## src/rtl/mqtt_packet_deframer_unit_defines.svh

```systemverilog
// Assertion macros used by the deframer parse stage, mpd_parse.
`ifndef MQTT_PACKET_DEFRAMER_UNIT_DEFINES_SVH
`define MQTT_PACKET_DEFRAMER_UNIT_DEFINES_SVH

// Condition must hold at every clock edge outside reset.
`define MPD_ASSERT_ALWAYS(lbl, cond) \
    lbl: assert property (@(posedge aclk) disable iff (!aresetn) (cond)) \
        else $error("mpd: invariant violated");

// Consequent must hold in the clock after the antecedent.
`define MPD_ASSERT_NEXT(lbl, ante, cons) \
    lbl: assert property (@(posedge aclk) disable iff (!aresetn) (ante) |=> (cons)) \
        else $error("mpd: sequence check failed");

// Consequent must hold in the same clock as the antecedent.
`define MPD_ASSERT_SAME(lbl, ante, cons) \
    lbl: assert property (@(posedge aclk) disable iff (!aresetn) (ante) |-> (cons)) \
        else $error("mpd: implication check failed");

`endif

```

## src/rtl/mpd_pkg.sv

```systemverilog
package mpd_pkg;

    localparam int RX_W     = 8;
    localparam int ROLE_W   = 3;
    localparam int NIB_W    = 4;
    localparam int RLEN_W   = 28;
    localparam int TLEN_W   = 16;
    localparam int ERR_W    = 2;
    localparam int TDATA_W  = 56;
    localparam int TUSER_W  = ROLE_W + ERR_W;

    // Byte roles.
    localparam logic [ROLE_W-1:0] ROLE_FIRST   = 3'd0;
    localparam logic [ROLE_W-1:0] ROLE_LENGTH  = 3'd1;
    localparam logic [ROLE_W-1:0] ROLE_TLEN    = 3'd2;
    localparam logic [ROLE_W-1:0] ROLE_TOPIC   = 3'd3;
    localparam logic [ROLE_W-1:0] ROLE_PAYLOAD = 3'd4;
    localparam logic [ROLE_W-1:0] ROLE_BODY    = 3'd5;

    // Error codes.
    localparam logic [ERR_W-1:0] ERR_NONE       = 2'd0;
    localparam logic [ERR_W-1:0] ERR_BAD_LENGTH = 2'd1;
    localparam logic [ERR_W-1:0] ERR_TOPIC_OVER = 2'd2;

    typedef struct packed {
        logic [ROLE_W-1:0] byte_role;
        logic [NIB_W-1:0]  packet_type;
        logic [NIB_W-1:0]  header_flags;
        logic [RLEN_W-1:0] remaining_length;
        logic [TLEN_W-1:0] topic_length;
        logic              packet_end;
        logic [ERR_W-1:0]  error_code;
    } result_t;

endpackage

```

## src/rtl/mpd_in_stage.sv

```systemverilog
module mpd_in_stage (
    input  logic                     aclk,
    input  logic                     aresetn,
    input  logic                     s_tvalid,
    output logic                     s_tready,
    input  logic [mpd_pkg::RX_W-1:0] s_tdata,
    input  logic                     take,
    output logic                     byte_valid,
    output logic [mpd_pkg::RX_W-1:0] byte_data
);

    logic                     valid_reg;
    logic                     valid_next;
    logic [mpd_pkg::RX_W-1:0] data_reg;

    // Refill in the same cycle the held byte moves on.
    assign s_tready   = !valid_reg || take;
    assign valid_next = (s_tvalid && s_tready) || (valid_reg && !take);

    always_ff @(posedge aclk) begin
        if (!aresetn) begin
            valid_reg <= 1'b0;
        end else begin
            valid_reg <= valid_next;
        end
    end

    always_ff @(posedge aclk) begin
        if (s_tvalid && s_tready) begin
            data_reg <= s_tdata;
        end
    end

    assign byte_valid = valid_reg;
    assign byte_data  = data_reg;

endmodule

```

## src/rtl/mpd_parse.sv

```systemverilog
`include "mqtt_packet_deframer_unit_defines.svh"

module mpd_parse (
    input  logic                     aclk,
    input  logic                     aresetn,
    input  logic                     step,
    input  logic [mpd_pkg::RX_W-1:0] rx_byte,
    output mpd_pkg::result_t         result
);

    localparam logic [2:0] PH_FIRST   = 3'd0;
    localparam logic [2:0] PH_LEN     = 3'd1;
    localparam logic [2:0] PH_TLEN_HI = 3'd2;
    localparam logic [2:0] PH_TLEN_LO = 3'd3;
    localparam logic [2:0] PH_TOPIC   = 3'd4;
    localparam logic [2:0] PH_PAYLOAD = 3'd5;
    localparam logic [2:0] PH_BODY    = 3'd6;

    localparam logic [3:0] TYPE_PUBLISH     = 4'd3;
    localparam logic [2:0] MAX_LENGTH_BYTES = 3'd4;

    logic [2:0]                   phase_reg,  phase_next;
    logic [mpd_pkg::NIB_W-1:0]    type_reg,   type_next;
    logic [mpd_pkg::NIB_W-1:0]    flags_reg,  flags_next;
    logic [mpd_pkg::RLEN_W-1:0]   acc_reg,    acc_next;
    logic [2:0]                   cnt_reg,    cnt_next;
    logic [mpd_pkg::RLEN_W-1:0]   left_reg,   left_next;
    logic [mpd_pkg::TLEN_W-1:0]   tlen_reg,   tlen_next;
    logic [mpd_pkg::TLEN_W-1:0]   tleft_reg,  tleft_next;

    logic [mpd_pkg::RLEN_W-1:0]   left_dec;
    logic [mpd_pkg::TLEN_W-1:0]   tleft_dec;
    logic [mpd_pkg::RLEN_W-1:0]   group_shifted;
    logic [mpd_pkg::TLEN_W-1:0]   tlen_lo_val;
    logic [mpd_pkg::ROLE_W-1:0]   role;
    logic                         pkt_end;
    logic [mpd_pkg::ERR_W-1:0]    err;

    logic                         pkt_done;
    logic                         topic_fits;
    logic                         in_body;

    assign left_dec    = left_reg - 28'd1;
    assign tleft_dec   = tleft_reg - 16'd1;
    assign tlen_lo_val = {tlen_reg[15:8], rx_byte};

    // Place the 7 data bits of a length byte at its group position.
    always_comb begin
        case (cnt_reg[1:0])
            2'd0:    group_shifted = {21'd0, rx_byte[6:0]};
            2'd1:    group_shifted = {14'd0, rx_byte[6:0], 7'd0};
            2'd2:    group_shifted = {7'd0, rx_byte[6:0], 14'd0};
            default: group_shifted = {rx_byte[6:0], 21'd0};
        endcase
    end

    always_comb begin
        phase_next = phase_reg;
        type_next  = type_reg;
        flags_next = flags_reg;
        acc_next   = acc_reg;
        cnt_next   = cnt_reg;
        left_next  = left_reg;
        tlen_next  = tlen_reg;
        tleft_next = tleft_reg;
        role       = mpd_pkg::ROLE_FIRST;
        pkt_end    = 1'b0;
        err        = mpd_pkg::ERR_NONE;

        unique case (phase_reg)
            PH_LEN: begin
                role = mpd_pkg::ROLE_LENGTH;
                if (!cnt_reg[2]) begin
                    acc_next = acc_reg + group_shifted;
                end
                cnt_next = cnt_reg + 3'd1;
                if (rx_byte[7]) begin
                    if (cnt_next >= MAX_LENGTH_BYTES) begin
                        err        = mpd_pkg::ERR_BAD_LENGTH;
                        phase_next = PH_FIRST;
                    end
                end else begin
                    left_next = acc_next;
                    if (acc_next == '0) begin
                        pkt_end    = 1'b1;
                        phase_next = PH_FIRST;
                    end else if (type_reg == TYPE_PUBLISH) begin
                        phase_next = PH_TLEN_HI;
                    end else begin
                        phase_next = PH_BODY;
                    end
                end
            end
            PH_TLEN_HI: begin
                role      = mpd_pkg::ROLE_TLEN;
                left_next = left_dec;
                tlen_next = {rx_byte, 8'd0};
                if (left_dec == '0) begin
                    err        = mpd_pkg::ERR_TOPIC_OVER;
                    phase_next = PH_FIRST;
                end else begin
                    phase_next = PH_TLEN_LO;
                end
            end
            PH_TLEN_LO: begin
                role       = mpd_pkg::ROLE_TLEN;
                left_next  = left_dec;
                tlen_next  = tlen_lo_val;
                tleft_next = tlen_lo_val;
                if ({12'd0, tlen_lo_val} > left_dec) begin
                    err        = mpd_pkg::ERR_TOPIC_OVER;
                    phase_next = PH_FIRST;
                end else if (tlen_lo_val == '0) begin
                    pkt_end    = (left_dec == '0);
                    phase_next = (left_dec == '0) ? PH_FIRST : PH_PAYLOAD;
                end else begin
                    phase_next = PH_TOPIC;
                end
            end
            PH_TOPIC: begin
                role       = mpd_pkg::ROLE_TOPIC;
                left_next  = left_dec;
                tleft_next = tleft_dec;
                if (tleft_dec == '0 || left_dec == '0) begin
                    pkt_end    = (left_dec == '0);
                    phase_next = (left_dec == '0) ? PH_FIRST : PH_PAYLOAD;
                end
            end
            PH_PAYLOAD: begin
                role       = mpd_pkg::ROLE_PAYLOAD;
                left_next  = left_dec;
                pkt_end    = (left_dec == '0);
                phase_next = (left_dec == '0) ? PH_FIRST : PH_PAYLOAD;
            end
            PH_BODY: begin
                role       = mpd_pkg::ROLE_BODY;
                left_next  = left_dec;
                pkt_end    = (left_dec == '0);
                phase_next = (left_dec == '0) ? PH_FIRST : PH_BODY;
            end
            default: begin
                // First byte, also resync from any unused code.
                role       = mpd_pkg::ROLE_FIRST;
                type_next  = rx_byte[7:4];
                flags_next = rx_byte[3:0];
                acc_next   = '0;
                cnt_next   = '0;
                left_next  = '0;
                tlen_next  = '0;
                tleft_next = '0;
                phase_next = PH_LEN;
            end
        endcase
    end

    always_ff @(posedge aclk) begin
        if (!aresetn) begin
            phase_reg <= PH_FIRST;
            type_reg  <= '0;
            flags_reg <= '0;
            acc_reg   <= '0;
            cnt_reg   <= '0;
            left_reg  <= '0;
            tlen_reg  <= '0;
            tleft_reg <= '0;
        end else if (step) begin
            phase_reg <= phase_next;
            type_reg  <= type_next;
            flags_reg <= flags_next;
            acc_reg   <= acc_next;
            cnt_reg   <= cnt_next;
            left_reg  <= left_next;
            tlen_reg  <= tlen_next;
            tleft_reg <= tleft_next;
        end
    end

    always_comb begin
        result.byte_role        = role;
        result.packet_type      = type_next;
        result.header_flags     = flags_next;
        result.remaining_length = acc_next;
        result.topic_length     = tlen_next;
        result.packet_end       = pkt_end;
        result.error_code       = err;
    end

    assign pkt_done   = pkt_end || (err != mpd_pkg::ERR_NONE);
    assign topic_fits = ({12'd0, tleft_reg} <= left_reg) && (tleft_reg != '0);
    assign in_body    = (phase_reg == PH_PAYLOAD) || (phase_reg == PH_BODY) ||
                        (phase_reg == PH_TLEN_LO);

    `MPD_ASSERT_NEXT(a_resync_after_end, step && pkt_done, phase_reg == PH_FIRST)
    `MPD_ASSERT_ALWAYS(a_count_bounded, cnt_reg <= MAX_LENGTH_BYTES)
    `MPD_ASSERT_SAME(a_topic_fits, phase_reg == PH_TOPIC, topic_fits)
    `MPD_ASSERT_SAME(a_body_nonempty, in_body, left_reg != '0)
    `MPD_ASSERT_SAME(a_no_end_on_error, err != mpd_pkg::ERR_NONE, !pkt_end)

endmodule

```

## src/rtl/mpd_out_stage.sv

```systemverilog
module mpd_out_stage (
    input  logic                           aclk,
    input  logic                           aresetn,
    input  logic                           load,
    input  mpd_pkg::result_t               result,
    output logic                           m_tvalid,
    input  logic                           m_tready,
    output logic [mpd_pkg::TDATA_W-1:0]    m_tdata,
    output logic [mpd_pkg::TUSER_W-1:0]    m_tuser,
    output logic                           m_tlast
);

    logic             valid_reg;
    logic             valid_next;
    mpd_pkg::result_t res_reg;

    assign valid_next = load || (valid_reg && !m_tready);

    always_ff @(posedge aclk) begin
        if (!aresetn) begin
            valid_reg <= 1'b0;
        end else begin
            valid_reg <= valid_next;
        end
    end

    always_ff @(posedge aclk) begin
        if (load) begin
            res_reg <= result;
        end
    end

    assign m_tvalid = valid_reg;
    assign m_tdata  = {4'd0, res_reg.topic_length, res_reg.remaining_length,
                       res_reg.header_flags, res_reg.packet_type};
    assign m_tuser  = {res_reg.error_code, res_reg.byte_role};
    assign m_tlast  = res_reg.packet_end;

endmodule

```

## src/rtl/mqtt_packet_deframer_unit.sv

```systemverilog
// MQTT 3.1.1 packet deframer. Feed the received byte stream one byte per
// transfer on the s_ side; every byte gives exactly one result transfer on the
// m_ side that tells its role in the control packet (first byte, remaining
// length byte, PUBLISH topic length byte, topic byte, payload byte or other
// body byte), the packet type and flag nibbles, the remaining length decoded
// so far, the PUBLISH topic length, an end-of-packet mark on m_tlast and an
// error code. A remaining length field longer than four bytes, or a PUBLISH
// topic that does not fit in the packet, is flagged on the offending byte and
// the next byte is taken as a new first byte; an error never carries m_tlast.
// Throughput is one byte per clock with no gaps between packets while
// m_tready stays high. A byte that transfers sits in the input register;
// when the result register is free or is being drained, the parse logic
// with its state registers moves it into the result register and m_tvalid
// rises. While a result waits on m_tready the held byte cannot advance, and
// once the input register is full s_tready drops, so a stall on the output
// side holds the input side as well.
module mqtt_packet_deframer_unit (
    input  logic                          aclk,
    input  logic                          aresetn,
    // Received byte stream
    input  logic                          s_tvalid,
    output logic                          s_tready,
    input  logic [mpd_pkg::RX_W-1:0]      s_tdata,   // [7:0] rx_byte
    // Per-byte parse results
    output logic                          m_tvalid,
    input  logic                          m_tready,
    // [3:0] packet_type, [7:4] header_flags, [35:8] remaining_length,
    // [51:36] topic_length, [55:52] zero
    output logic [mpd_pkg::TDATA_W-1:0]   m_tdata,
    output logic [mpd_pkg::TUSER_W-1:0]   m_tuser,   // [2:0] byte_role, [4:3] error_code
    output logic                          m_tlast    // packet_end
);

    logic                     byte_valid;
    logic [mpd_pkg::RX_W-1:0] byte_data;
    logic                     advance;
    mpd_pkg::result_t         parse_result;

    // Move the held byte through the parser whenever the result slot is free
    // or is being drained in this cycle.
    assign advance = byte_valid && (!m_tvalid || m_tready);

    mpd_in_stage u_in (
        .aclk       (aclk),
        .aresetn    (aresetn),
        .s_tvalid   (s_tvalid),
        .s_tready   (s_tready),
        .s_tdata    (s_tdata),
        .take       (advance),
        .byte_valid (byte_valid),
        .byte_data  (byte_data)
    );

    // State registers update only on advance, so every byte is parsed once.
    mpd_parse u_parse (
        .aclk    (aclk),
        .aresetn (aresetn),
        .step    (advance),
        .rx_byte (byte_data),
        .result  (parse_result)
    );

    mpd_out_stage u_out (
        .aclk     (aclk),
        .aresetn  (aresetn),
        .load     (advance),
        .result   (parse_result),
        .m_tvalid (m_tvalid),
        .m_tready (m_tready),
        .m_tdata  (m_tdata),
        .m_tuser  (m_tuser),
        .m_tlast  (m_tlast)
    );

endmodule

```

## config.mk

```make
export PLATFORM = sky130hd
export DESIGN_NAME = mqtt_packet_deframer_unit
export DESIGN_NICKNAME = d
export VERILOG_FILES = /design/src/rtl/mpd_pkg.sv /design/src/rtl/mpd_in_stage.sv /design/src/rtl/mpd_parse.sv /design/src/rtl/mpd_out_stage.sv /design/src/rtl/mqtt_packet_deframer_unit.sv
export VERILOG_INCLUDE_DIRS = /design/src /design/src/rtl
export SDC_FILE = /design/constraint.sdc
export NUM_CORES = 1
export LEC_CHECK = 0
export BUFFER_PORTS_ARGS = -buffer_cell sky130_fd_sc_hd__buf_2
export CORE_MARGIN = 4
export CORE_UTILIZATION = 25
export CTS_BUF_LIST = sky130_fd_sc_hd__clkbuf_4
export CTS_CLUSTER_SIZE = 30
export DETAILED_ROUTE_END_ITERATION = 6
export SLEW_MARGIN = 15
export SYNTH_ARGS = -nofsm -noshare
export SYNTH_HDL_FRONTEND = slang
export SYNTH_SLANG_ARGS = --single-unit
```

## constraint.sdc

```tcl
create_clock -name aclk -period 3.35 [get_ports aclk]
set_input_delay 0.67 -clock aclk [delete_from_list [all_inputs] [get_ports aclk]]
set_output_delay 0.67 -clock aclk [all_outputs]
set_load 0.1 [all_outputs]
```

Yosys cells after proc, flatten, opt, wreduce, memory -nomap -nowiden
Cells that the tools add are included.
{ "totals": {"word_cells": 100, "reg_bits": 170, "out_inout_bits": 64} }
{ "op_classes": {"addsub": 4, "n_eq_ne": 12, "magnitude_cmp": 2, "n_mux": 34, "n_bitwise": 2, "reduce_logical": 28} }
{ "ops": {"columns": ["operator", "count"], "rows": [
  ["$pmux W28 S2", 2],
  ["$pmux W16 S3", 2],
  ["$mux W28", 3],
  ["$pmux W28 S3", 1],
  ["$logic_not A28 Y1", 2],
  ["$logic_not A16 Y1", 2],
  ["$add A28 B28 Y28", 1],
  ["$gt A16 B28 Y1", 1],
  ["$sub A28 B1 Y28 const B", 1],
  ["$mux W3", 9],
  ["$pmux W3 S6", 1],
  ["$sub A16 B1 Y16 const B", 1],
  ["$pmux W3 S5", 1],
  ["$eq A3 B3 Y1 const B", 3],
  ["$mux W2", 4],
  ["$mux W4", 2],
  ["$reduce_or A4 Y1", 2],
  ["$eq A3 B2 Y1 const B", 2],
  ["$mux W1", 6],
  ["$pmux W2 S3", 1],
  ["$pmux W3 S2", 1],
  ["$reduce_and A2 Y1", 3],
  ["$reduce_or A6 Y1", 1],
  ["$logic_or A1 B1 Y1", 5],
  ["other kinds (17)", 25]
]} }

Logic depth before layout (Yosys ltp)
Gate-level depths: netlist of the first run.
{ "logic_depth": {"depth_word": 9, "depth_mapped": 17, "depth_no_buf": 16} }

Modules after synthesis
Synthesis of the first run repeated with hierarchy kept, for this count alone.
{ "unflattened": {"hier_cells": 1277, "hier_area_um2": 10834.1} }
{ "modules_own_cells": {"columns": ["mod", "seq_area_each_um2", "n_inst", "cells_each", "area_per_inst_um2"], "rows": [
  ["mpd_parse", 2042.0, 1, 1196, 8708.4],
  ["mpd_out_stage", 1761.7, 1, 66, 1816.7],
  ["mpd_in_stage", 260.2, 1, 13, 297.8],
  ["mqtt_packet_deframer_unit", 0.0, 1, 2, 11.3]
]} }

Worst setup path after synthesis of the first run
Ideal clock, no wire load.
{ "synth_path": {"path_kind": "register -> register", "from": "register u_parse.cnt_reg[0]", "to": "register u_out.res_reg (netlist bit u_out.m_tlast) (data pin)", "required_ns": 3.204, "stages_incl_launch_ff": 17, "setup_ns": 0.146, "period_less_slack_ns": 3.576, "path_slack_ns": -0.226, "arrival_ns": 3.430, "path_buffers": 1, "path_cell_list": "dfxtp_1 > inv_1 > ha_1 > nor2b_1 > and2_1 > ha_1 > clkbuf_1 > nand3_1 > nor4_1 > o311a_1 > o21ai_0 > o21ai_0 > xnor2_1 > o21ai_0 > a2111o_1 > nor4_1 > o2bb2ai_1"} }
{ "synth_rtl": {"columns": ["element", "line", "rtl"], "rows": [
  ["start: declaration", "mpd_parse.sv:26", "logic [2:0] cnt_reg, cnt_next;"],
  ["start signal: assignment", "mpd_parse.sv:171", "cnt_reg <= cnt_next;"],
  ["end signal: assignment", "mpd_out_stage.sv:29", "res_reg <= result;"],
  ["end: declaration", "mpd_out_stage.sv:15", "mpd_pkg::result_t res_reg;"]
]} }

==> impl_results.md, run 1 <==
* Die area at 45300 um2
* Main area contributors after synthesis: dfxtp_1, edfxtp_1, ha_1
* Worst Setup End Kind: flip-flop
* Count of cell types in the netlist at 80
* Worst Path Required at 3.81 ns
* Failing checks: setup timing
* Die extent in y at 213 um
* Slew Limit Fails at 0
* Min-delay src: s_tdata[4]
* Average size of a mapped cell at 8.39 um2
* Setup WS post-layout at -0.361 ns
* # placed instances at 1937
* Number of H-tree levels at 4
* Register area share after synthesis at 0.387
* CP Data Arrival Time at 4.18 ns
* Clk Latency, worst-skew pair at 0.60 ns
* CTS tree: yes
* CP max FO at 7
* IO buf count at 71
* Hold WS at 0.232 ns
* Vias in the first global route at 9806
* Primary FF master, synth: dfxtp_1
* Vias per cell at 5.21
* Sink Count at 170
* Pleak at 5.47 nW
* Clock skew at 0.0258 ns
* Initial antenna violation count at 1
* Max-cap violations at 0
* Nets at 1500
* Status: complete, but fails checks
* Post-synth ARST share at 0
* CP cell instances: buf_12, ha_4, nor2b_4, and2_4, ha_4, buf_4, nand2_1, o21a_1, a21o_1, nand2_1, or3_1, a21oi_2, a32oi_1, a2111o_1, nor4_4, buf_4, o2bb2ai_2
* Post-synth EDFFs at 66
* GRT Total Usage at 0.153
* Antenna viol nets, final at 0
* Core Footprint at 41100 um2
* Clock Root Buffer: clkbuf_4
* Power Dens Cells at 340 nW/um2
* Global-route wire length before repair at 54.8 mm
* Register bit total from synthesis at 170
* CTS Hold Bufs at 0
* Total wire length at 35.9 mm
* Drt wl/cell at 18.1 um
* Crit path max-delay cell type: a2111o_1
* # setup viols final at 8
* P&R area growth vs syn at 29.0%
* RSZ-0062 raised after global routing: true
* Clock Tree Buf Depth at 2
* Tmin final at 3.71 ns
* RePlAce Congestion at 0.921
* Num CTS Buffers at 17
* DR iter-0 viols at 908
* Maximum VDD drop at 0.216 mV
* Synth warn at 0
* Synthesized area at 10500 um2
* Fmax at 0.269 GHz
* Worst-path clk slew at 0.16 ns
* Largest net degree at the start of global routing at 59
* Critical Path Start: u_parse.cnt_reg[0]$_SDFFE_PN0P_
* Share of cells above drive strength 1 at 0.282
* Yosys top cell area share at 0.198
* Boundary Pins at 76
* Starting Density at 0.255
* Non-filler cells, final at 1981
* Routed via count at 10316
* Worst Setup Start Kind: flip-flop
* Fin. Hold Viols at 0
* DRC viols at 0
* Worst-Margin Slew at 1.00 ns
* CP peak stage delay at 0.43 ns
* GR Overflow Total at 0
* DP Area at 12400 um2
* Max reg flops at 52
* Max_slew headroom at 0.330
* Critical path class: reg2reg
* Largest area contributor in the netlist: dfxtp_1
* Detailed-router iteration count before antenna repair at 5
* HPWL after detailed placement at 26.1 mm
* Row cnt at 74
* Die width at 213 um
* R2R Path Start: u_parse.cnt_reg[0]$_SDFFE_PN0P_
* Worst min path class: in2reg
* Post-route cell area at 13500 um2
* Period Utilization, post-route at 1.11
* Mapped Cells at 1250
==> metrics by stage <==
stage                     utilization  total power [mW]  worst slack [ns]  TNS (ns)
after floorplan                     -              3.05            0.0110         0
after global placement          0.303              3.36            -0.680     -8.41
after detailed placement        0.303              3.38            -0.765    -10.21
after CTS                       0.321              4.62            -0.423     -1.56
after global routing            0.329              4.81            -0.478     -2.95
final                           0.329              4.60            -0.361     -1.22
==> Yosys cell counts (all sizes together), types with 9 or more instances <==
| library cell | number |
|---|---|
| a21o | 42 |
| a22o | 12 |
| xor2 | 21 |
| or3 | 10 |
| nor4 | 20 |
| a22oi | 41 |
| o22ai | 12 |
| nand3 | 19 |
| edfxtp | 66 |
| clkbuf | 65 |
| ha | 52 |
| mux2i | 12 |
| and2 | 36 |
| nand2 | 139 |
| o21ai | 95 |
| dfxtp | 104 |
| and3 | 10 |
| nand4 | 15 |
| xnor2 | 24 |
| mux2 | 10 |
| nor2b | 9 |
| nor3b | 10 |
| inv | 22 |
| nor3 | 32 |
| a21oi | 112 |
| buf | 13 |
| nor2 | 146 |
==> cell usage in the layout, fill, tap and decap left out, types with 15 or more instances in the layout <==
cell type,synthesis,final
buf_4,4,165
nand2_1,139,137
nor2_1,146,137
dfxtp_1,104,101
a21oi_1,112,97
o21ai_0,93,73
buf_2,2,71
edfxtp_1,66,66
a21o_1,42,42
a22oi_1,41,39
ha_1,52,33
and2_1,35,27
nor3_1,31,26
xor2_1,21,21
xnor2_1,24,19
nand3_1,19,18
ha_4,0,18
clkbuf_4,0,17
inv_1,19,16
nor4_1,19,16
nand4_1,15,15
==> timing repair <==
action,4_1_cts,5_1_grt
buffers inserted,6,8
endpoints found under the hold margin,0,0
pin swaps,30,49
setup endpoints to repair,42,42
gates resized for setup,85,66
==> power by group <==
part	switching, mW	internal (mW)
logic	0.743	0.362
clock network	0.892	0.338
registers	0.0557	2.21
total	1.69	2.91
==> logic make-up after synthesis <==
family	count (synthesis)	synth area share
compound gates	377	0.226
xor+xnor	45	0.0376
fa+ha+maj	53	0.0639
buf+inv	100	0.0389
flops	170	0.387
mux	22	0.0222
other cells	1	0.000358
simple gates	482	0.224
==> path summary, 6_finish.rpt <==
| path | slack [ns] | depth (start not counted) | end |
|---|---|---|---|
| hold reg to reg | 0.47 | 2 | u_parse.flags_reg[2]$_SDFFE_PN0P_ |
| setup / recovery | -0.36 | 17 | u_out.m_tlast$_DFFE_PP_ |
| setup reg to reg | -0.36 | 17 | u_out.m_tlast$_DFFE_PP_ |
| hold / removal | 0.23 | 1 | u_in.byte_data[4]$_DFFE_PP_ |
==> area by class of cell <==
class / count / area, um2
fill: 4315 / 27600
multi-input combinational: 983 / 6750
sequential: 170 / 4070
timing repair buffer: 241 / 1680
tap: 532 / 666
clock inverter: 15 / 153
clock buffer: 17 / 128
inverter: 22 / 87.6
antenna: 1 / 2.50
==> critical path, delay by kind of cell, from the launching register on <==
kind / cells / cell delay [ns]
adders and majority gates: 2 / 0.38
and+or+nand+nor: 6 / 1.18
buffers and inverters: 3 / 0.45
AOI/OAI and AO/OA: 6 / 1.15
DFF: 1 / 0.40
==> metal layers <==
metal  GRT usage  part of all wire  vias up
met5           0                 0        -
met4      0.0649             0.036        0
met3      0.0237             0.056       75
met2       0.234              0.45      345
met1       0.216              0.46     4973
li1            -                 -     4923
Power figures use the tool's default switching activity.
==> run 2: changes to the inputs <==
--- a/config.mk
+++ b/config.mk
@@ -15,4 +15,5 @@
 export SLEW_MARGIN = 15
 export SYNTH_ARGS = -nofsm -noshare
 export SYNTH_HDL_FRONTEND = slang
+export SYNTH_HIERARCHICAL = 1
 export SYNTH_SLANG_ARGS = --single-unit
==> run 2 against run 1 <==
The flow still finishes with violations (setup timing). Global-route usage increased by 0.36 points. Total power increased by 11%. Count of clock-buffer cells in the layout unchanged. Worst hold slack got worse by 0.036 ns. Clock power increased by 9.8%. Combinational power increased by 32%. Die area increased by 3.2%. Register-to-register slack improved by 0.04 ns. Critical endpoint is now u_parse/phase_reg[2]$_SDFFE_PN0P_. Largest power group unchanged. Highest routed layer is now met5.
==> impl_results.md, run 2 <==
* P_int at 3.20 mW (+9.9%)
* GRT Total Usage at 0.157 (+0.00358)
* P_sw at 1.91 mW (+13%)
* Vias in the first global route at 10156 (+3.6%)
* Max_slew headroom at 0.502 (+0.172)
* # setup viols final at 13 (+5)
* Count of cell types in the netlist at 95 (+19%)
* Largest area contributor in the netlist: dfxtp_1
* Worst-Margin Slew at 0.746 ns (-0.258 ns)
* DP Worst Slack at -0.491 ns (+0.273 ns)
* Vias per cell at 5.19 (-0.37%)
* Maximum VDD drop at 0.266 mV (+23%)
* Drt wl/cell at 18.3 um (+1.2%)
* Top layer in use: met5
* Reg-to-reg slack, setup at -0.32 ns (+0.04 ns)
* FILL cells at 4521 (+4.8%)
* CP peak stage delay at 0.41 ns (-0.02 ns)
* Die width at 216 um (+1.6%)
* Slew Limit Fails at 0 (unchanged)
* Tmin final at 3.67 ns (-0.0444 ns)
* Most frequent cells in the layout: buf_4, nor2_1, nand2_1, dfxtp_1, a21oi_1
* Number of H-tree levels at 4 (unchanged)
* Post-synth ARST share at 0 (unchanged)
* M1 WL at 18.2 mm (+10%)
* Post-synth EDFFs at 66 (unchanged)
* Core Footprint at 43000 um2 (+4.6%)
* Critical Path Start: u_parse/cnt_reg[1]$_SDFFE_PN0P_
* Max-cap violations at 0 (unchanged)
* CP bufs+invs at 3 (unchanged)
* CP cell instances: inv_4, ha_4, nor2b_4, and2_4, ha_4, inv_2, fa_2, nor2b_4, o21ai_4, a211o_4, a21oi_4, mux2i_2, buf_4, o211ai_1, nor4b_2, nand4_1, a2111oi_4, nor2_1
* Routed via count at 10833 (+5.0%)
* Reg2Reg Depth at 18 (+1)
* CTS tree: yes
* Sequential share of power at 0.449 (-0.044)
* Main area contributors after synthesis: dfxtp_1, edfxtp_1, ha_1
* IO buf count at 71 (unchanged)
* Starting Density at 0.252 (-0.00308)
* Comb pwr share at 0.286 (+0.046)
* Top-count cell post-synth: nor2_1
* DR iter-0 viols at 978 (+7.7%)
* Failing checks: setup timing
* HPWL after detailed placement at 27.7 mm (+6.0%)
* Synth top cells by count: nor2_1, nand2_1, dfxtp_1
* CP Data Arrival Time at 4.21 ns (+0.03 ns)
* Die area at 46700 um2 (+3.2%)
* Worst Path Required at 3.89 ns (+0.08 ns)
* Average size of a mapped cell at 8.48 um2 (+1.1%)
* WL met2 at 16.9 mm (+4.9%)
* CP max FO at 5 (-2)
* Mapped Cells at 1277 (+2.2%)
* Switching share of power at 0.374 (+0.00635)
* Boundary Pins at 76 (unchanged)
* Synth warn at 6 (+6)
* Die extent in y at 216 um (+1.6%)
* Nets at 1552 (+3.5%)
* Status: complete, but fails checks
* Yosys top cell area share at 0.192 (-0.00633)
* Clock Power Share at 0.264 (-0.003)
* Clock Root Buffer: clkbuf_4
* Primary FF master, synth: dfxtp_1
* Period Utilization, post-route at 1.09 (-0.0133)
* CP top delay family: simple AND/OR/NAND/NOR gates
* Fin. Hold Viols at 0 (unchanged)
* Fin util at 0.335 (+0.00540)
* Worst Setup Start Kind: flip-flop
* Antenna viol nets, final at 0 (unchanged)
* Initial antenna violation count at 3 (+2)
* Crit. path cell count at 18 (+1)
* Worst r2r dst: u_parse/phase_reg[2]$_SDFFE_PN0P_
* RePlAce Congestion at 0.957 (+3.9%)
* Row cnt at 76 (+2.7%)
* Clk Latency, worst-skew pair at 0.64 ns (+0.04 ns)
* Clock skew at 0.0377 ns (+0.0120 ns)
* GR Overflow Total at 0 (unchanged)
* Largest net degree at the start of global routing at 65 (+10%)
* RSZ-0062 raised after global routing: true
* Register area share after synthesis at 0.375 (-0.0123)
* Share of cells above drive strength 1 at 0.319 (+0.0369)
* Max reg flops at 52 (unchanged)
* Post-Route Setup TNS at -1.48 ns (-0.259 ns)
* DRC viols at 0 (unchanged)
* Total wire length at 38.3 mm (+6.6%)
* Synthesized area at 10800 um2 (+3.3%)
* Critical path class: reg2reg
* Num CTS Buffers at 17 (unchanged)
* P&R area growth vs syn at 32.7%
* Pleak at 5.71 nW (+4.4%)
* Worst min path class: in2reg
* Fmax at 0.273 GHz (+1.2%)
* R2R Path Start: u_parse/cnt_reg[1]$_SDFFE_PN0P_
* Register bit total from synthesis at 170 (unchanged)
* Met3 Wirelength at 2.38 mm (+17%)
* Setup WS post-layout at -0.316 ns (+0.0444 ns)
* Crit path to: u_parse/phase_reg[2]$_SDFFE_PN0P_
* Power Dens Cells at 355 nW/um2 (+4.4%)
* Detailed-router iteration count before antenna repair at 5 (unchanged)
* Worst Setup End Kind: flip-flop
* Sink Count at 170 (unchanged)
* Worst-path clk slew at 0.18 ns (+0.02 ns)
* Most common cell after layout, fill and taps aside: buf_4
* Crit path max-delay cell type: dfxtp_4
* Clock Tree Buf Depth at 2 (unchanged)
* Global-route wire length before repair at 58.2 mm (+6.2%)
run 2: cell types whose count changed in the layout (fill, tap and decap cells not counted), moves of 7 or more:
cell / change
buf_4: +24
mux2i_1: +18
nor2_1: +15
nand2_1: -36
nor4_2: +7
buf_6: +8
a21oi_1: -19
xor2_1: -14
run 2: cell families (layout without fill, tap and decap cells):
| logic type | after synthesis | in the layout | synth area share |
|---|---|---|---|
| AOI/OAI and AO/OA | 388 | 388 | 0.233 |
| xor gates and xnor gates | 31 | 31 | 0.0251 |
| adders and majority gates | 53 | 53 | 0.0619 |
| buffers and inverters | 110 | 330 | 0.0419 |
| DFF | 170 | 170 | 0.375 |
| muxes | 39 | 39 | 0.0368 |
| other | 1 | 7 | 0.000346 |
| and+or+nand+nor | 485 | 485 | 0.226 |
run 2: layer usage:
| metal | global-route usage | vias to the layer above |
|---|---|---|
| li1 | - | 5129 |
| met1 | 0.228 | 5265 |
| met2 | 0.231 | 380 |
| met3 | 0.0342 | 57 |
| met4 | 0.0504 | 2 |
| met5 | 0 | - |
run 2: worst min-delay path by stage:
| stage | to | from | slack [ns] | cells past startpoint |
|---|---|---|---|---|
| after global placement | u_parse/left_reg[23]$_SDFFE_PN0P_ | u_parse/left_reg[23]$_SDFFE_PN0P_ | 0.46 | 2 |
| after floorplan | u_parse/left_reg[23]$_SDFFE_PN0P_ | u_parse/left_reg[23]$_SDFFE_PN0P_ | 0.44 | 2 |
| after global routing | u_in/byte_data[5]$_DFFE_PP_ | s_tdata[5] | 0.14 | 1 |
| final | u_in/byte_data[3]$_DFFE_PP_ | s_tdata[3] | 0.20 | 1 |
| after CTS | u_in/byte_data[3]$_DFFE_PP_ | s_tdata[3] | 0.14 | 1 |
| after detailed placement | u_parse/left_reg[23]$_SDFFE_PN0P_ | u_parse/left_reg[23]$_SDFFE_PN0P_ | 0.47 | 2 |
run 2: final cells by class:
type | count | area (um2) | share of cell area
Inverter | 27 | 106 | 0.00740
Clock buffer | 17 | 128 | 0.00888
Antenna cell | 3 | 7.51 | 0.000522
Clock inverter | 15 | 189 | 0.0131
Sequential cell | 170 | 4080 | 0.284
Timing Repair Buffer | 271 | 1910 | 0.133
Multi-Input combinational cell | 1000 | 7230 | 0.503
Tap cell | 585 | 732 | 0.0509
run 2: through the flow:
stage                     hold slack, ns  power, mW  instances  instance area, um2
after CTS                          0.139       5.10       2079               13800
final                              0.196       5.11       2088               14400
after detailed placement           0.469       3.70       2037               13100
after global routing               0.139       5.34       2087               14400
after floorplan                    0.440       3.27       1280               11000
after global placement             0.457       3.69       2037               13100
run 2: power by group through the flow:
stage / clock, mW / sequential [mW] / combinational [mW]
3_3_place_gp: 0 / 2.34 / 1.35
2_1_floorplan: 0 / 2.61 / 0.660
5_1_grt: 1.47 / 2.31 / 1.56
6_report: 1.35 / 2.30 / 1.46
3_5_place_dp: 0 / 2.34 / 1.37
4_1_cts: 1.39 / 2.29 / 1.41
run 2: timing repair:
| action | 4_1_cts | 5_1_grt |
|---|---|---|
| resized for setup | 67 | 115 |
| hold buffers | 0 | 0 |
| pin swaps | 31 | 50 |
| endpoints found under the setup margin | 41 | 55 |
| buffers inserted | 12 | 6 |
==> run 3: changes to the inputs <==
--- a/config.mk
+++ b/config.mk
@@ -12,7 +12,7 @@
 export CTS_BUF_LIST = sky130_fd_sc_hd__clkbuf_4
 export CTS_CLUSTER_SIZE = 30
 export DETAILED_ROUTE_END_ITERATION = 6
-export SLEW_MARGIN = 15
+export SLEW_MARGIN = 5
 export SYNTH_ARGS = -nofsm -noshare
 export SYNTH_HDL_FRONTEND = slang
 export SYNTH_HIERARCHICAL = 1
==> constraint.sdc (replaced) <==
create_clock -name aclk -period 3.35 [get_ports aclk]
set_input_delay 0 -clock aclk [delete_from_list [all_inputs] [get_ports aclk]]
set_output_delay 0 -clock aclk [all_outputs]
set_load 0.1 [all_outputs]
==> run 3 against run 2 <==
The flow still finishes with violations (setup timing). Total power shrank 0.49%. Clock power down 7%. Via count rose by 0.73%. Utilization grew 0.26 points. Global-route usage hardly changed. Sequential power about the same. Clock skew about the same. Non-clock buffer count grew 25. Register-to-register slack worse by 0.09 ns. Sequential share of layout area down 0.22 points. Setup slack got worse by 0.090 ns. Critical endpoint is now u_out/m_tlast$_DFFE_PP_.
==> impl_results.md, run 3 (synthesized netlist as in run 2, its figures left out) <==
* Status: complete, but fails checks
* Failing checks: setup timing
* Fin. Hold Viols at 0 (unchanged)
* HPWL after detailed placement at 27.8 mm (+0.36%)
* Detailed-router iteration count before antenna repair at 6 (+1)
* Hold Path Stages at 2 (+1)
* CTS tree: yes
* Global-route wire length before repair at 58.6 mm (+0.59%)
* GR Overflow Total at 0 (unchanged)
* Power Dens Cells at 351 nW/um2 (-1.3%)
* Overall power at 5.08 mW (-0.49%)
* Hold path endpoint: u_in/byte_data[0]$_DFFE_PP_
* Boundary Pins at 76 (unchanged)
* Reg2Reg Depth at 16 (-2)
* Clk Latency, worst-skew pair at 0.61 ns (-0.03 ns)
* Crit. path cell count at 16 (-2)
* CP peak stage delay at 0.53 ns (+0.12 ns)
* RSZ-0062 raised after global routing: true
* Crit path max-delay cell type: or4_1
* Worst Setup End Kind: flip-flop
* Most common cell after layout, fill and taps aside: buf_4
* Nets at 1577 (+1.6%)
* Vias per cell at 5.17 (-0.37%)
* Total wire length at 38.3 mm (about the same)
* Most frequent cells in the layout: buf_4, nor2_1, nand2_1, dfxtp_1, a21oi_1
* Row cnt at 76 (unchanged)
* Min-delay src: s_tdata[0]
* Period Utilization, post-route at 1.12 (+0.0269)
* P&R area growth vs syn at 33.8%
* Number of H-tree levels at 4 (unchanged)
* CP bufs+invs at 3 (unchanged)
* Num CTS Buffers at 17 (unchanged)
* DRC viols at 0 (unchanged)
* Drt wl/cell at 18.2 um (-1.0%)
* Clock skew at 0.0374 ns (-0.000307 ns)
* Tmin final at 3.76 ns (+0.0900 ns)
* Fin util at 0.337 (+0.00265)
* Share of cells above drive strength 1 at 0.316 (-0.00260)
* Die width at 216 um (unchanged)
* Die area at 46700 um2 (unchanged)
* Slew Limit Fails at 0 (unchanged)
* Core Footprint at 43000 um2 (unchanged)
* Routed via count at 10912 (+0.73%)
* Starting Density at 0.252 (unchanged)
* Die extent in y at 216 um (unchanged)
* Antenna viol nets, final at 0 (unchanged)
* Worst min path class: in2reg
* Max_slew headroom at 0.0426 (-0.460)
* Max-cap violations at 0 (unchanged)
* CP top delay family: compound AO/OA/AOI/OAI gates
* Worst r2r dst: u_out/m_tlast$_DFFE_PP_
* Reg-to-reg slack, setup at -0.41 ns (-0.09 ns)
* R2R Path Start: u_parse/cnt_reg[0]$_SDFFE_PN0P_
* Worst Path Required at 3.77 ns (-0.12 ns)
* Sink Count at 170 (unchanged)
* Critical path class: reg2reg
* Pleak at 5.82 nW (+2.0%)
* CP max FO at 7 (+2)
* IO buf count at 71 (unchanged)
* Initial antenna violation count at 2 (-1)
* CP Data Arrival Time at 4.18 ns (-0.03 ns)
* RePlAce Congestion at 0.907 (-5.2%)
* Vias in the first global route at 10290 (+1.3%)
* Fmax at 0.266 GHz (-2.4%)
* Clock Tree Buf Depth at 2 (unchanged)
* # placed instances at 2040 (+0.15%)
* CP cell instances: inv_4, buf_4, ha_4, and2_1, ha_1, a21oi_2, o21ai_2, or4_1, o311ai_1, a41o_1, a211oi_2, o41ai_2, buf_4, nand2_1, or3_1, o41ai_2
* Non-filler cells, final at 2111 (+1.1%)
* Worst-Margin Slew at 1.43 ns (+0.686 ns)
* Clock Root Buffer: clkbuf_4
* Worst-path clk slew at 0.20 ns (+0.02 ns)
* Maximum VDD drop at 0.224 mV (-16%)
* # setup viols final at 13 (unchanged)
* Worst Setup Start Kind: flip-flop
* DR iter-0 viols at 975 (-0.31%)
* FILL cells at 4464 (-1.3%)
* Max reg flops at 52 (unchanged)
* GRT Total Usage at 0.157 (about the same)
* Setup WS post-layout at -0.407 ns (-0.0900 ns)
* Largest net degree at the start of global routing at 58 (-11%)
[run 3: cell types whose count changed in the layout (fill, tap and decap cells not counted), sizes merged]
cell / change
buf: +12
clkinv: +1
inv: +1
diode: -2
bufinv: -2
dlygate4sd3: +13
[run 3: repair_timing]
action | CTS | global route
setup buffers | 20 | 7
pin swaps | 42 | 48
endpoints found under the setup margin | 42 | 58
resized for setup | 90 | 85
hold endpoints to repair | 26 | 0
gates cloned | 0 | 0
hold buffers | 13 | 0
[run 3: worst max-delay path by stage]
stage	from	to	slack, ns
2_1_floorplan	u_parse/cnt_reg[0]$_SDFFE_PN0P_	u_out/m_tlast$_DFFE_PP_	-0.14
3_3_place_gp	u_parse/cnt_reg[0]$_SDFFE_PN0P_	u_out/m_tlast$_DFFE_PP_	-0.49
3_5_place_dp	u_parse/cnt_reg[0]$_SDFFE_PN0P_	u_out/m_tlast$_DFFE_PP_	-0.55
4_1_cts	u_parse/cnt_reg[1]$_SDFFE_PN0P_	u_out/m_tlast$_DFFE_PP_	-0.36
5_1_grt	u_parse/cnt_reg[0]$_SDFFE_PN0P_	u_out/m_tlast$_DFFE_PP_	-0.53
6_report	u_parse/cnt_reg[0]$_SDFFE_PN0P_	u_out/m_tlast$_DFFE_PP_	-0.41
[run 3: layout make-up]
type / count / area, um2 / share of cell area
Multi-Input combinational cell: 1000 / 7130 / 0.492
Sequential cell: 170 / 4080 / 0.281
Timing Repair Buffer: 296 / 2140 / 0.148
Tap cell: 585 / 732 / 0.0505
Clock inverter: 15 / 179 / 0.0123
Clock buffer: 17 / 128 / 0.00881
Inverter: 27 / 106 / 0.00734
Antenna cell: 1 / 2.50 / 0.000173
[run 3: worst reg2reg max path, delay by kind of cell (launching register included)]
family / cells / cell delay [ns]
flip-flops: 1 / 0.43
buffers and inverters: 3 / 0.35
adder cells (fa/ha/maj): 2 / 0.52
AND/OR/NAND/NOR: 4 / 1.10
AO/OA/AOI/OAI: 7 / 1.20
[run 3: report_power, final]
| part | total, mW | leakage [nW] | switching (mW) | internal, mW |
|---|---|---|---|---|
| sequential | 2.29 | 1.48 | 0.0657 | 2.23 |
| combinational | 1.53 | 4.18 | 0.984 | 0.546 |
| clock | 1.26 | 0.154 | 0.909 | 0.349 |
| total | 5.08 | 5.82 | 1.96 | 3.12 |
[run 3: metal layers]
metal	global-route usage	vias up	wire (um)
met1	0.226	5224	17600
met5	0	-	0
met4	0.0553	0	1020
met3	0.0213	53	2680
li1	-	5185	-
met2	0.240	450	17100
[run 3: metrics by stage]
step	setup TNS [ns]	instance area, um2	hold WS (ns)	setup WS (ns)
after floorplan	-0.137	11000	0.0989	-0.137
after global placement	-4.60	13100	0.180	-0.491
after detailed placement	-6.72	13100	0.180	-0.552
after CTS	-1.31	14100	0.00781	-0.361
after global routing	-4.31	14500	0.00985	-0.534
final	-1.57	14500	0.0736	-0.407
